[src/design/gaussian_inverse_cdf_assert.svh]
// Assertion macros for the Gaussian inverse-CDF sample generator.
// Used by the top level only; needs nothing else.
`ifndef GAUSSIAN_INVERSE_CDF_ASSERT_SVH
`define GAUSSIAN_INVERSE_CDF_ASSERT_SVH

// same-cycle implication
`define GIC_ASSERT_IMPL(label, clk, rst_n, ante, cons) \
    label: assert property (@(posedge clk) disable iff (!rst_n) (ante) |-> (cons)) \
        else $error("%m: implication check failed");

// next-cycle implication
`define GIC_ASSERT_NEXT(label, clk, rst_n, ante, cons) \
    label: assert property (@(posedge clk) disable iff (!rst_n) (ante) |=> (cons)) \
        else $error("%m: next-cycle check failed");

`endif

[src/design/gic_pkg.sv]
// Shared types, constants and polynomial coefficients for the Gaussian inverse-CDF block.
// No dependencies.
`timescale 1ns / 1ps
package gic_pkg;

    typedef logic signed [39:0] poly_t;
    typedef logic signed [27:0] dlt_t;
    typedef logic [29:0] wq24_t;
    typedef logic [26:0] root_t;
    typedef logic [1:0] reg_idx_t;

    typedef struct packed {
        logic        zero;
        logic        neg;
        logic [23:0] y24;
    } side_t;

    localparam reg_idx_t REG_MEAN  = 2'd0;
    localparam reg_idx_t REG_STD   = 2'd1;
    localparam reg_idx_t REG_TRUNC = 2'd2;

    localparam logic [23:0] ONE_Q23   = 24'd8388608;
    localparam logic [31:0] LN2_Q32   = 32'd2977044472;
    localparam logic [32:0] SQRT2_Q32 = 33'd6074001000;
    localparam logic [23:0] STD_RST   = 24'd65536;
    localparam wq24_t       FIVE_Q24  = 30'd83886080;
    localparam wq24_t       HALF5_Q24 = 30'd41943040;
    localparam root_t       THREE_Q24 = 27'd50331648;
    localparam logic signed [35:0] OUT_MAX = 36'sd8388607;
    localparam logic signed [35:0] OUT_MIN = -36'sd8388608;
    localparam logic [23:0] OUT_MIN_CODE = 24'h800000;

    localparam poly_t CENTRAL_COEF [9] = '{
        40'sd121, 40'sd1474, -40'sd15133, -40'sd18861, 40'sd938798, -40'sd5384708,
        -40'sd17943006, 40'sd1059313856, 40'sd6448504314
    };
    localparam poly_t TAIL_COEF [9] = '{
        -40'sd859914, 40'sd433579, 40'sd5795385, -40'sd15777255, 40'sd24650998,
        -40'sd32738222, 40'sd40539640, 40'sd4302157329, 40'sd12167542792
    };

    function automatic poly_t coef_at(input logic central, input int idx);
        return central ? CENTRAL_COEF[idx] : TAIL_COEF[idx];
    endfunction

endpackage

[src/design/gic_front.sv]
// Front end: 2U-1, scaling by k, q = 1 - y^2. Three register stages.
// Depends on gic_pkg.
`timescale 1ns / 1ps
module gic_front #(
    parameter int UNIFORM_BITS = 24
) (
    input  logic                    clk,
    input  logic                    rst_n,
    input  logic                    en,
    input  logic                    in_vld,
    input  logic [UNIFORM_BITS-1:0] u,
    input  logic [23:0]             trunc,
    output logic                    out_vld,
    output logic [32:0]             q,
    output gic_pkg::side_t          side
);

    localparam logic [UNIFORM_BITS-1:0] MID = {1'b1, {(UNIFORM_BITS-1){1'b0}}};

    logic                    vld1_reg, vld2_reg, vld3_reg;
    logic                    zero1_reg, zero2_reg, neg1_reg, neg2_reg;
    logic [32:0]             tm1_reg, tm1_next;
    logic [31:0]             ym2_reg, ym2_next;
    logic [32:0]             q3_reg, q3_next;
    gic_pkg::side_t          side3_reg;
    logic [UNIFORM_BITS-1:0] diff;
    logic [23:0]             k;
    logic [56:0]             prod;
    logic [63:0]             sq;

    always_comb
    begin
        diff     = u[UNIFORM_BITS-1] ? (u - MID) : (MID - u);
        tm1_next = {diff, {(33-UNIFORM_BITS){1'b0}}};
        k        = (trunc > gic_pkg::ONE_Q23) ? gic_pkg::ONE_Q23 : trunc;
        prod     = 57'(tm1_reg) * 57'(k);
        ym2_next = (prod[56:55] != 2'b00) ? '1 : prod[54:23];
        sq       = 64'(ym2_reg) * 64'(ym2_reg);
        q3_next  = 33'h1_0000_0000 - {1'b0, sq[63:32]};
    end

    always_ff @(posedge clk or negedge rst_n)
    begin
        if (!rst_n)
        begin
            vld1_reg <= 1'b0;
            vld2_reg <= 1'b0;
            vld3_reg <= 1'b0;
        end
        else if (en)
        begin
            vld1_reg <= in_vld;
            vld2_reg <= vld1_reg;
            vld3_reg <= vld2_reg;
        end
    end

    always_ff @(posedge clk)
    begin
        if (en)
        begin
            zero1_reg      <= (u == '0);
            neg1_reg       <= ~u[UNIFORM_BITS-1];
            tm1_reg        <= tm1_next;
            zero2_reg      <= zero1_reg;
            neg2_reg       <= neg1_reg;
            ym2_reg        <= ym2_next;
            q3_reg         <= q3_next;
            side3_reg.zero <= zero2_reg;
            side3_reg.neg  <= neg2_reg;
            side3_reg.y24  <= ym2_reg[31:8];
        end
    end

    assign out_vld = vld3_reg;
    assign q       = q3_reg;
    assign side    = side3_reg;

endmodule

[config.mk]
export PLATFORM = sky130hd
export DESIGN_NAME = gic_front
export DESIGN_NICKNAME = d
export VERILOG_FILES = /design/src/design/gaussian_inverse_cdf_assert.svh /design/src/design/gic_pkg.sv /design/src/design/gic_front.sv
export SDC_FILE = /design/constraint.sdc
export NUM_CORES = 2
export LEC_CHECK = 0
export BUFFER_PORTS_ARGS = -buffer_cell sky130_fd_sc_hd__buf_2
export CAP_MARGIN = 10
export CORE_UTILIZATION = 25
export DETAILED_ROUTE_END_ITERATION = 10
export GPL_ROUTABILITY_DRIVEN = 0
export PLACE_DENSITY_LB_ADDON = 0.1
export REMOVE_ABC_BUFFERS = 1
export SLEW_MARGIN = 20
export SYNTH_ARGS = -nofsm -noshare
export SYNTH_HDL_FRONTEND = slang
export SYNTH_SLANG_ARGS = --single-unit
[constraint.sdc]
create_clock -name clk -period 8.8 [get_ports clk]
set_clock_uncertainty 0.05 [all_clocks]
set_input_delay 0.88 -clock clk [delete_from_list [all_inputs] [get_ports clk]]
set_output_delay 0.88 -clock clk [all_outputs]
set_load 0.01 [all_outputs]
Word level (Yosys, flattened, before mapping). Index checks and enable logic that the tools add are counted.

Add/sub/neg operators: 3. Multiply operators: 2. Order comparisons: 1. Muxes and demuxes: 2. Bitwise operators: 1. Reduce and logical (&&, ||, !) cells: 2.

Operators by type and width (count): multiplier 32 x 32 -> 64 bit (1); multiplier 24 x 24 -> 48 bit (1); 2-to-1 mux 24 bit (2); subtractor 33 x 32 -> 33 bit (first input constant) (1); greater-than comparator 24 bit (second input constant) (1); logical NOT 24 bit (1); subtractor 24 bit (first input constant) (1); subtractor 24 bit (second input constant) (1); nonzero test 2 bit (1); NOT 1 bit (1).

Flip-flop bits (word level): 122. Bits of input ports: 52. Output and inout port bits: 60. Logic and storage cells: 24.

Longest topological paths before layout.
Depth after elaboration: 4. Depth in mapped cells: 34. Depth with buffers taken out: 31.

Worst setup path before layout. Ideal clock, no wire load.

Path type: register to register. From: reg ym2_reg[2]. To: reg q3_reg[31] (netlist: q[31]), data pin. Setup time: 268 ps. Arrival: 8863 ps. Required time: 8482 ps. Path slack: -382 ps. Cell stages (with the launch flop): 30. Buffers on the path: 2. Period minus slack after synthesis: 9182 ps. Path through: edfxtp_1 -> clkbuf_1 -> buf_1 -> nand2_1 -> fa_1 -> inv_1 -> fa_1 -> inv_1 -> fa_1 -> fa_1 -> inv_1 -> fa_1 -> inv_1 -> fa_1 -> inv_1 -> fa_1 -> fa_1 -> ha_1 -> nand2_2 -> or4_4 -> or4_4 -> o211ai_4 -> o21ba_2 -> xnor2_1 -> nor4b_1 -> nand4_1 -> o41a_1 -> a41oi_1 -> nand2_1 -> xor2_1.

Cells in the longest elaborated chain, start to end: 2.

Ends and longest elaborated chain: start, declared (line gic_front.sv:23) `logic [31:0] ym2_reg, ym2_next;`; start signal, assigned (line gic_front.sv:67) `ym2_reg <= ym2_next;`; multiplier 32 x 32 -> 64 bit (line gic_front.sv:38) `sq = 64'(ym2_reg) * 64'(ym2_reg);`; subtractor 33 x 32 -> 33 bit (line gic_front.sv:39) `q3_next = 33'h1_0000_0000 - {1'b0, sq[63:32]};`; net q3_next[31] (line gic_front.sv:24) `logic [32:0] q3_reg, q3_next;`; end signal, assigned (line gic_front.sv:68) `q3_reg <= q3_next;`; end, declared (line gic_front.sv:24).

The timed path passes the listed nets, and every way through them passes these cells. A chain may end at the register's enable or synchronous reset.

Worst setup path in the final report.
From: reg ym2_reg[4]. To: reg q3_reg[31] (netlist: q[31]), data pin.

Same word-level chain as after synthesis.

==> reports/metrics.csv <==
metric,value,unit
routed_wl,180,mm
synthCells,5694,
gr-total-overflow,0,
cts_buffers,17,
chipWidth,463,um
cts_tree,yes,
clockRootBuffer,clkbuf_16,
yosys.area_share.simple,14.4,%
synthFlopType,edfxtp_1,
grt_util_all_layers,17.3,%
ys_types,84,
fillers,22500,
portBuffers,111,
drt_iter0_drc,1474,
crit_fanout,5,
final.setup.tns,-0.468,ns
final_common_cell,inv_1,
core,212000,um^2
setup_slack,-0.147,ns
r2r_slack,-0.15,ns
cpMaxStageDelayCell,or4_4,
final_cell_mix,"inv_1 (1512), fa_1 (1245), buf_4 (755)",
synth_xor_area_share,2.35,%
grt_pass1_vias,45500,
drv_cap,0,
drv_slew,0,
grt_max_degree,79,
drive_above_1_share,19.4,%
antenna_found_initial,7,
synthArstFlopShare,2.46,%
worstSkewPairLatency,0.53,ns
area_growth,22.7,%
arrival,9.13,ns
htreeDepth,4,
synth_fa_ha_area_share,58.9,%
synth_top_family_by_area,adder cells,
rows,169,
first_pass_iters,5,
start_util,25.1,%
slowest_delay,0.59,ns
dieHeight,463,um
remaining_drc_errors,0,
hold_viol_final,0,
hold_path_class,in -> async,
fmax,112,MHz
antenna_left,0,
rr_worst_depth,30,
path_clk_slew,0.07,ns
status,finished with violations,
multiInputGateArea,44200,um^2
crit_top_cell,fa_1,
max_slew.worst_pin.slew,1.05,ns
cts_hold_buf,0,
grt_first_pass_wirelength,281,mm
fp.dieArea,215000,um^2
synth.avg_cell_area,9.35,um^2
endpoint_kind,flop,
yosys_warnings,0,
timing.rr.end,q[31],
post-route-period-util,102,%
final-setup-viol-count,8,
startpoint_type,flop,
vias,39300,
fin_nets,8212,
synth_area,53200,um^2
seq_area_frac_synth,6.85,%
synth_edf_count,119,
rsz0062_at_grt,yes,
required,8.98,ns
max_slew_margin,29.9,%
cts.sinks,122,
ys_ff_latch,122,
io-pin-count,112,
cts_buffer_depth,2,
muxShareOfSynthArea,0.240,%
largest_register_ffs,33,
synth_compound_area_share,4.69,%
seq_area,3650,um^2
wire_per_inst,19.4,um
min_period,8.95,ns
vias_per_cell,4.25,
crit_type,reg -> reg,
rr_startpoint,ym2_reg[4],
place_hpwl,155,mm
violations,negative setup slack,
## repair_timing
action / 4_1_cts / 5_1_grt
gates cloned: 1 / 2
buffers inserted: 23 / 23
endpoints found under the setup margin: 55 / 54
resized for setup: 171 / 157
pin swaps: 97 / 118
## cells by family (layout without fill, tap and decap cells)
logic type,count (synthesis),after routing
DFF,122,122
xor gates and xnor gates,143,143
adders and majority gates,1742,1742
other,0,6
AOI/OAI and AO/OA,379,379
buffers and inverters,1771,2507
and+or+nand+nor,1525,1525
muxes,12,12
## metrics by stage
stage / setup slack [ns] / hold slack (ns) / std cells / instance area [um^2] / utilization (%)
2_1_floorplan: -6.11 / 0.350 / 5444 / 52300 / -
3_3_place_gp: -0.809 / 0.359 / 9176 / 63000 / 29.7
3_5_place_dp: -0.806 / 0.357 / 9176 / 63000 / 29.7
4_1_cts: -0.296 / 0.0495 / 9230 / 64500 / 30.4
5_1_grt: -0.523 / 0.0726 / 9251 / 65300 / 30.8
6_report: -0.147 / 0.104 / 9257 / 65300 / 30.8
## synth_stat cells (63+ instances only)
library cell | instances | share of area, %
a21oi_1 | 112 | 1.1
and2_1 | 368 | 4.3
and3_1 | 163 | 1.9
clkbuf_1 | 243 | 1.7
edfxtp_1 | 119 | 6.7
fa_1 | 1274 | 48
ha_1 | 468 | 11
inv_1 | 1520 | 11
nand2_1 | 642 | 4.5
nor2_1 | 130 | 0.92
o21ai_0 | 63 | 0.59
xnor2_1 | 74 | 1.2
xor2_1 | 69 | 1.1
## routing by layer
| metal | vias up | track usage (%) | wire length (um) |
|---|---|---|---|
| met4 | 0 | 2.33 | 2370 |
| met5 | - | 0 | 0 |
| met1 | 20400 | 23.5 | 85000 |
| met2 | 446 | 30.5 | 88700 |
| met3 | 100 | 1.21 | 3740 |
| li1 | 18400 | - | - |
## how the worst max path moves through the flow
stage / from / end / slack, ns
2_1_floorplan: trunc[16] / ym2_reg[25] / -6.11
3_3_place_gp: ym2_reg[9] / q[31] / -0.81
3_5_place_dp: ym2_reg[9] / q[31] / -0.81
4_1_cts: ym2_reg[4] / q[31] / -0.30
5_1_grt: ym2_reg[16] / q[31] / -0.52
6_report: ym2_reg[4] / q[31] / -0.15
## final cells by class
class | count | area share, %
multi-input cells | 3801 | 67.6
clock inverters | 14 | 0.190
well taps | 2821 | 5.40
inverters | 1521 | 8.75
flip-flops and latches | 122 | 5.59
repair buffers | 955 | 11.8
diodes | 6 | 0.0230
clock buffers | 17 | 0.651
## critical path: cells and delay by family (launching register included)
family | cells | cell delay [ns]
xor gates and xnor gates | 2 | 0.28
buffers and inverters | 8 | 0.79
and+or+nand+nor | 7 | 1.69
adders and majority gates | 9 | 4.29
AOI/OAI and AO/OA | 4 | 1.15
DFF | 1 | 0.38
Power is left out: the tool's default activity adds up to more than one toggle a clock period on the data nets, which glitch-free logic cannot reach.
