**src/design/gaussian_inverse_cdf_assert.svh**
```systemverilog
// Assertion macros for the Gaussian inverse-CDF sample generator.
// Used by the top level only; needs nothing else.
`ifndef GAUSSIAN_INVERSE_CDF_ASSERT_SVH
`define GAUSSIAN_INVERSE_CDF_ASSERT_SVH

// same-cycle implication
`define GIC_ASSERT_IMPL(label, clk, rst_n, ante, cons) \
    label: assert property (@(posedge clk) disable iff (!rst_n) (ante) |-> (cons)) \
        else $error("%m: implication check failed");

// next-cycle implication
`define GIC_ASSERT_NEXT(label, clk, rst_n, ante, cons) \
    label: assert property (@(posedge clk) disable iff (!rst_n) (ante) |=> (cons)) \
        else $error("%m: next-cycle check failed");

`endif

```
**src/design/gic_pkg.sv**
```systemverilog
// Shared types, constants and polynomial coefficients for the Gaussian inverse-CDF block.
// No dependencies.
`timescale 1ns / 1ps
package gic_pkg;

    typedef logic signed [39:0] poly_t;
    typedef logic signed [27:0] dlt_t;
    typedef logic [29:0] wq24_t;
    typedef logic [26:0] root_t;
    typedef logic [1:0] reg_idx_t;

    typedef struct packed {
        logic        zero;
        logic        neg;
        logic [23:0] y24;
    } side_t;

    localparam reg_idx_t REG_MEAN  = 2'd0;
    localparam reg_idx_t REG_STD   = 2'd1;
    localparam reg_idx_t REG_TRUNC = 2'd2;

    localparam logic [23:0] ONE_Q23   = 24'd8388608;
    localparam logic [31:0] LN2_Q32   = 32'd2977044472;
    localparam logic [32:0] SQRT2_Q32 = 33'd6074001000;
    localparam logic [23:0] STD_RST   = 24'd65536;
    localparam wq24_t       FIVE_Q24  = 30'd83886080;
    localparam wq24_t       HALF5_Q24 = 30'd41943040;
    localparam root_t       THREE_Q24 = 27'd50331648;
    localparam logic signed [35:0] OUT_MAX = 36'sd8388607;
    localparam logic signed [35:0] OUT_MIN = -36'sd8388608;
    localparam logic [23:0] OUT_MIN_CODE = 24'h800000;

    localparam poly_t CENTRAL_COEF [9] = '{
        40'sd121, 40'sd1474, -40'sd15133, -40'sd18861, 40'sd938798, -40'sd5384708,
        -40'sd17943006, 40'sd1059313856, 40'sd6448504314
    };
    localparam poly_t TAIL_COEF [9] = '{
        -40'sd859914, 40'sd433579, 40'sd5795385, -40'sd15777255, 40'sd24650998,
        -40'sd32738222, 40'sd40539640, 40'sd4302157329, 40'sd12167542792
    };

    function automatic poly_t coef_at(input logic central, input int idx);
        return central ? CENTRAL_COEF[idx] : TAIL_COEF[idx];
    endfunction

endpackage

```
**src/design/gic_sqrt.sv**
```systemverilog
// Floor square root of w in Q.24, one result bit per register stage.
// Depends on gic_pkg.
`timescale 1ns / 1ps
module gic_sqrt (
    input  logic           clk,
    input  logic           rst_n,
    input  logic           en,
    input  logic           in_vld,
    input  gic_pkg::wq24_t w_in,
    input  gic_pkg::side_t side_in,
    output logic           out_vld,
    output gic_pkg::wq24_t w_out,
    output gic_pkg::root_t root,
    output gic_pkg::side_t side_out
);

    localparam int NB = 27;

    logic           vld_reg  [NB];
    gic_pkg::side_t side_reg [NB];
    gic_pkg::wq24_t w_reg    [NB];
    logic [30:0]    r_reg    [NB];
    gic_pkg::root_t q_reg    [NB];

    always_ff @(posedge clk or negedge rst_n)
    begin
        if (!rst_n)
        begin
            for (int s = 0; s < NB; s++)
            begin
                vld_reg[s] <= 1'b0;
            end
        end
        else if (en)
        begin
            vld_reg[0] <= in_vld;
            for (int s = 1; s < NB; s++)
            begin
                vld_reg[s] <= vld_reg[s-1];
            end
        end
    end

    for (genvar j = 0; j < NB; j++)
    begin : g_bit
        localparam int I = NB - 1 - j;
        gic_pkg::wq24_t wp;
        gic_pkg::side_t sp;
        logic [30:0]    rp;
        gic_pkg::root_t qp;
        logic [53:0]    vbits;
        logic [30:0]    rsh;
        logic [30:0]    trial;
        if (j == 0)
        begin : g_first
            assign wp = w_in;
            assign sp = side_in;
            assign rp = '0;
            assign qp = '0;
        end
        else
        begin : g_next
            assign wp = w_reg[j-1];
            assign sp = side_reg[j-1];
            assign rp = r_reg[j-1];
            assign qp = q_reg[j-1];
        end
        assign vbits = {wp, 24'b0};
        assign rsh   = {rp[28:0], vbits[2*I+1 -: 2]};
        assign trial = {2'b00, qp, 2'b01};
        always_ff @(posedge clk)
        begin
            if (en)
            begin
                w_reg[j]    <= wp;
                side_reg[j] <= sp;
                if (rsh >= trial)
                begin
                    r_reg[j] <= rsh - trial;
                    q_reg[j] <= {qp[25:0], 1'b1};
                end
                else
                begin
                    r_reg[j] <= rsh;
                    q_reg[j] <= {qp[25:0], 1'b0};
                end
            end
        end
    end

    assign out_vld  = vld_reg[NB-1];
    assign side_out = side_reg[NB-1];
    assign w_out    = w_reg[NB-1];
    assign root     = q_reg[NB-1];

endmodule

```
**config.mk**
```make
export PLATFORM = sky130hd
export DESIGN_NAME = gic_sqrt
export DESIGN_NICKNAME = d
export VERILOG_FILES = /design/src/design/gaussian_inverse_cdf_assert.svh /design/src/design/gic_pkg.sv /design/src/design/gic_sqrt.sv
export SDC_FILE = /design/constraint.sdc
export NUM_CORES = 2
export LEC_CHECK = 0
export BUFFER_PORTS_ARGS = -buffer_cell sky130_fd_sc_hd__buf_2
export CAP_MARGIN = 20
export CORE_MARGIN = 3
export CORE_UTILIZATION = 68
export CTS_CLUSTER_SIZE = 8
export DETAILED_ROUTE_END_ITERATION = 10
export PLACE_DENSITY = 0.85
export SYNTH_ARGS = -nofsm -noshare
export SYNTH_HDL_FRONTEND = slang
export SYNTH_SLANG_ARGS = --single-unit
```
**constraint.sdc**
```tcl
create_clock -name clk -period 8.9 [get_ports clk]
set_clock_uncertainty 0.05 [all_clocks]
set_input_delay 0 -clock clk [delete_from_list [all_inputs] [get_ports clk]]
set_output_delay 0 -clock clk [all_outputs]
set_load 0.01 [all_outputs]
```
==> After elaboration in Yosys (flattened, before gate mapping) <==
Memory sizes are Yosys's and may differ from the RTL's.
Index checks and enable logic that the tools add are counted.
{ "word_totals": {"register_bits": 27, "ramBits": 3078, "input_bits": 60, "output_inout_bits": 84, "n_memories": 4, "word_cells": 357} }
{ "op_classes": {"n_bitwise": 54, "magnitude_cmp": 27, "add_sub_neg": 27, "mux": 218} }
{ "memory_table": {"columns": ["name", "depth", "word_bits", "rd", "rd_clocked_by_memory_dff", "write_ports", "line", "rtl"], "rows": [
  ["r_reg", 27, 31, 26, 0, 27, "gic_sqrt.sv:22", "logic [30:0] r_reg [NB];"],
  ["w_reg", 27, 30, 27, 0, 27, "gic_sqrt.sv:21", "gic_pkg::wq24_t w_reg [NB];"],
  ["q_reg", 27, 27, 27, 0, 27, "gic_sqrt.sv:23", "gic_pkg::root_t q_reg [NB];"],
  ["side_reg", 27, 26, 27, 0, 27, "gic_sqrt.sv:20", "gic_pkg::side_t side_reg [NB];"]
]} }
{ "op_table": {"columns": ["cell", "n"], "rows": [
  ["2-to-1 mux 31 bit", 27],
  [">= comparator 31 x 29 -> 1 bit", 26],
  ["subtractor 31 x 29 -> 31 bit", 26],
  ["2-to-1 mux 27 bit", 27],
  ["2-to-1 mux 1 bit", 164],
  ["bitwise OR 1 bit", 54],
  ["subtractor 2 x 1 -> 3 bit (second input constant)", 1],
  [">= comparator 2 x 1 -> 1 bit (second input constant)", 1]
]} }

==> Logic depth before layout (Yosys ltp) <==
An unclocked memory read counts as a cell.
{ "depth": {"ltp_word": 6, "mapped_depth": 14, "ltp_nobuf": 13} }

==> Least setup slack after synthesis <==
Ideal clock, no wire load.
{ "synth_path": {"path_type": "flip-flop to flip-flop", "from": "memory r_reg[15][1] (netlist: r_reg[0][466])", "to": "memory r_reg[16][26] (netlist: r_reg[1][26]) (data pin)", "path_stages_with_launch": 13, "arrival_time_ps": 3146, "path_buffers": 0, "setup_ps": 255, "required_ps": 8595, "synth_period_minus_slack_ps": 3451, "path_slack_ps": 5449, "path_cell_list": "edfxtp_1 inv_1 ha_1 fa_1 a211oi_1 o21bai_1 o221a_2 a2111oi_0 o21ai_0 a211oi_1 nand2b_1 xnor2_1 and2_1"} }
{ "synth_lines": {"columns": ["item", "line"], "rows": [
  ["start: declaration", "gic_sqrt.sv:22"]
]} }

==> results.txt <==
- Syn Area/Cell: about 15 um^2
- In this run the static leakage power is 45.0 nW.
* Mean routed wirelength per cell: around 24 um
- Critical Path Source Type: flop
- Critical-path top delay cell: o41ai_1
* Worst reg2reg path startpoint: q_reg[1][216]
* Final HPWL DP: about 120000 um
* Kind of critical path: reg2reg
- Setup-violating endpoint count in the final report: 0
- Worst Reg-to-Reg Cells: 13
* Number of primary I/O pins: 144
- Global-route usage over all layers: between 20% and 30%
- The first detailed-routing pass ran for 7 iterations.
* EDFF count, synth: between 2k and 3k
* Effective utilization at floorplan: 68.9%
- Input and output buffers added on the ports amount to roughly 140.
- The worst register-to-register path ends at r_reg[1][305].
- Of all nets on the critical path, the largest fanout is 4.
- Clock tree synthesis selected as its root buffer the cell clkbuf_16.
- Cell-internal power: between 20 and 25 mW
* Vias in the first global route: roughly 62k
- Synthesized Nets: 7478
* Synth top area share: between 70 and 80%
- Overall via count from detail_route: ~61k
* Number of remaining DRC errors: 0
* Commonest cells after routing, fill and taps aside: edfxtp_1 (2590), inv_1 (492), nand2_1 (446), clkbuf_16 (387), ha_1 (384)
- Aggregate negative setup slack: 0 ns
* Switching power share of the total: roughly a quarter
* Actual slew at the worst max-slew pin: 1.24 ns
* Post-synthesis to final-layout area growth: 13.5%
- Measured along the x axis, the die boundary spans roughly 400 um.
* Worst Path Arrival: 5.17 ns
* Share of post-route cells with drive strength above 1: a little under a tenth
* Hold depth: 4
- Once detail routing completed, the nets flagged for antenna violations numbered 0.
* Top cell type by total area after synthesis: edfxtp_1
* Max_slew headroom: 17.2%
* Wire length of the first global-routing pass: between 300000 and 400000 um
* Largest stage delay, worst path: around 0.8 ns
- Counting the fill cells in the layout gives just under 8k.
* Register clock-pin slew on the reported worst setup and hold paths: ~0.05 ns
- Entering global routing, the biggest net connects ~210 pins.
- Finished Layout Cells: about 9.7k
* Final period util: between 50% and 60%
- Final weighted congestion of routability-driven global placement: between 0.9 and 1
- Worst path cell trace: inv_1, ha_1, inv_1, fa_1, nor2b_1, o31a_1, o221ai_1, o41ai_1, a311oi_1, o31ai_1, a21oi_1, xor2_1, a21oi_1
* Tightest Hold Check Type: in2reg
* Net switching power: 8.70 mW
* Num CTS Buffers: 377
* Logic gate share of total power: between 10% and 20%
- The Yosys step of the flow raised 0 warnings.
* Post-detailed-routing wire length: 231000 um
* Synth unique cells: 93
* Total design power: 33.2 mW
- The clock passes through at most 4 buffers.
- Clock latency on the worst-skew pair, taken at its later pin, is approximately 0.9 ns.
- For this run, asynchronously set or reset flops after synthesis account for a little over 1%.
- Internal reg-to-reg setup slack: about 4.3 ns
- The cell count after synthesis came out at roughly 7k.
- The cell family contributing the most delay on the critical path is compound AO/OA/AOI/OAI gates.
* Core ar.: 155000 um^2
* Overall overflow remaining after global route: 0
- TritonCTS clock tree: built
* Max FFs per register: 810
- In this run the power density over the cells is around 270 nW/um^2.
- The final layout contains approximately 8k nets.
- Die height: 402 um
- Most area-consuming cells after synthesis: edfxtp_1 (73%), ha_1 (4.5%), xor2_1 (2.7%)
- Slew Limit Fails: 0
- Flip-flop cell with the highest count after synthesis: edfxtp_1
- The synthesized design contains ~2.6k register bits.
- The library cell used most frequently in the layout, excluding fill and tap cells, is edfxtp_1.
* DRC violation total after the first TritonRoute iteration: ~7.6k
- DIE AREA: around 160000 um^2
* Cell count after placement: ~9k
* Final hold vios: 0
- Worst VDD drop: 0.225 mV
* Clock period minus final worst setup slack: 4.59 ns
- Per report_power, the clock group accounts for 38.2% of the total.
- Sequential cells were found to cover 73.5% of the synthesized design area.
- Clock tree sinks: approximately 2.6k
- The initialized floorplan defines approximately 140 standard-cell rows.
- Setup repair after global routing left no endpoint under its margin.
* Total buffers and inverters traversed by the critical path: 2
- After detailed routing, the number of vias per cell comes to approximately 6.3.
- The worst setup path is captured at a flop.
- Combined area of all synthesized cells: 107000 um^2
- Count of buffers added by post-CTS timing repair for setup: 0
- The startpoint identified for the worst hold timing path is w_in[28].
* Run status: completed
- Maximum operating frequency: approximately 220 MHz
- H-tree depth: 5
- Reported max-cap violation count: 0
* Register share of total power: about half
* Critical path required time: roughly 9.5 ns
- Antenna violations before repair: 6
* Worst Hold Path EP: r_reg[0][0]
[worst max path at each step]
stage	from	end	slack, ns	cells after the start
final	q_reg[1][216]	r_reg[1][305]	4.31	13
after global routing	q_reg[1][216]	r_reg[1][303]	4.15	13
after CTS	q_reg[1][216]	r_reg[1][305]	4.56	13
after detailed placement	r_reg[0][263]	r_reg[0][305]	4.64	9
after global placement	r_reg[0][263]	r_reg[0][297]	4.76	9
after floorplan	r_reg[0][466]	r_reg[1][26]	5.45	12
[kinds of logic after synthesis]
group                      synth area share (%)
xor gates and xnor gates                   4.51
adders and majority gates                  4.71
and+or+nand+nor                            7.46
buffers and inverters                      2.19
muxes                                     0.824
AOI/OAI and AO/OA                          6.75
DFF                                        73.5
[tightest hold or removal path: stages]
cell and delay (ns):
dlygate4sd3_1 0.57, buf_2 0.13, inv_1 0.07, xnor2_1 0.15
[power by group through the flow]
| stage | Clock (mW) | Sequential (mW) | Combinational [mW] |
|---|---|---|---|
| 4_1_cts | 12.7 | 15.9 | 4.32 |
| 5_1_grt | 13.3 | 16.0 | 4.85 |
| 3_5_place_dp | 0 | 16.0 | 3.92 |
| 3_3_place_gp | 0 | 15.9 | 3.74 |
| 2_1_floorplan | 0 | 15.7 | 3.01 |
| 6_report | 12.7 | 16.0 | 4.51 |
[cells in the mapped netlist, types with 9 or more instances]
cell	n
a211o_1	10
a211oi_1	35
a21boi_0	12
a21o_1	130
a21oi_1	316
a31oi_1	28
and2_1	48
and3_1	22
buf_2	12
clkbuf_1	107
dfrtp_1	27
edfxtp_1	2590
fa_1	11
ha_1	384
inv_1	492
mux2_1	11
mux2_2	60
nand2_1	446
nand2b_1	84
nand3_1	82
nand3b_1	9
nand4_1	35
nor2_1	328
nor2b_1	69
nor3_1	164
nor3b_1	13
nor4_1	84
nor4b_1	13
o211ai_1	20
o21a_1	70
o21ai_0	359
o21ai_1	27
o21bai_1	31
o22ai_1	11
o31a_1	12
o31ai_1	33
o41ai_1	9
or2_2	28
or3_1	69
or4_1	54
xnor2_1	226
xor2_1	324
[stage by stage]
step	setup WS (ns)	util, %	cell area [um^2]	hold WS [ns]
finish	4.31	78.1	121000	0.105
global route	4.15	78.1	121000	0.101
CTS	4.56	78.1	121000	0.0174
detailed placement	4.64	70.9	110000	-0.00686
global placement	4.76	70.9	110000	-0.0199
floorplan	5.45	-	107000	-0.346
[area by class of cell]
cell class	count	area (um^2)	area share (%)
diodes	2	5.00	0.00413
clock buffers	418	9800	8.09
clock inverters	6	75.1	0.0620
inverters	493	1850	1.53
multi-input cells	3787	25900	21.4
flip-flops and latches	2618	78500	64.8
well taps	2044	2560	2.11
repair buffers	305	2410	1.99
[repair_timing]
action | CTS | global route
gates resized for setup | 0 | 0
endpoints found under the hold margin | 254 | 0
hold buffers | 118 | 0
[per-layer routing]
layer,up-vias,wire length [um],track usage [%]
met2,3537,119000,50.3
met5,-,44,0
li1,27182,-,-
met1,29382,79700,33.4
met3,992,18400,5.53
met4,6,14000,14.1
Note: power is estimated with default switching activity, not from simulation.
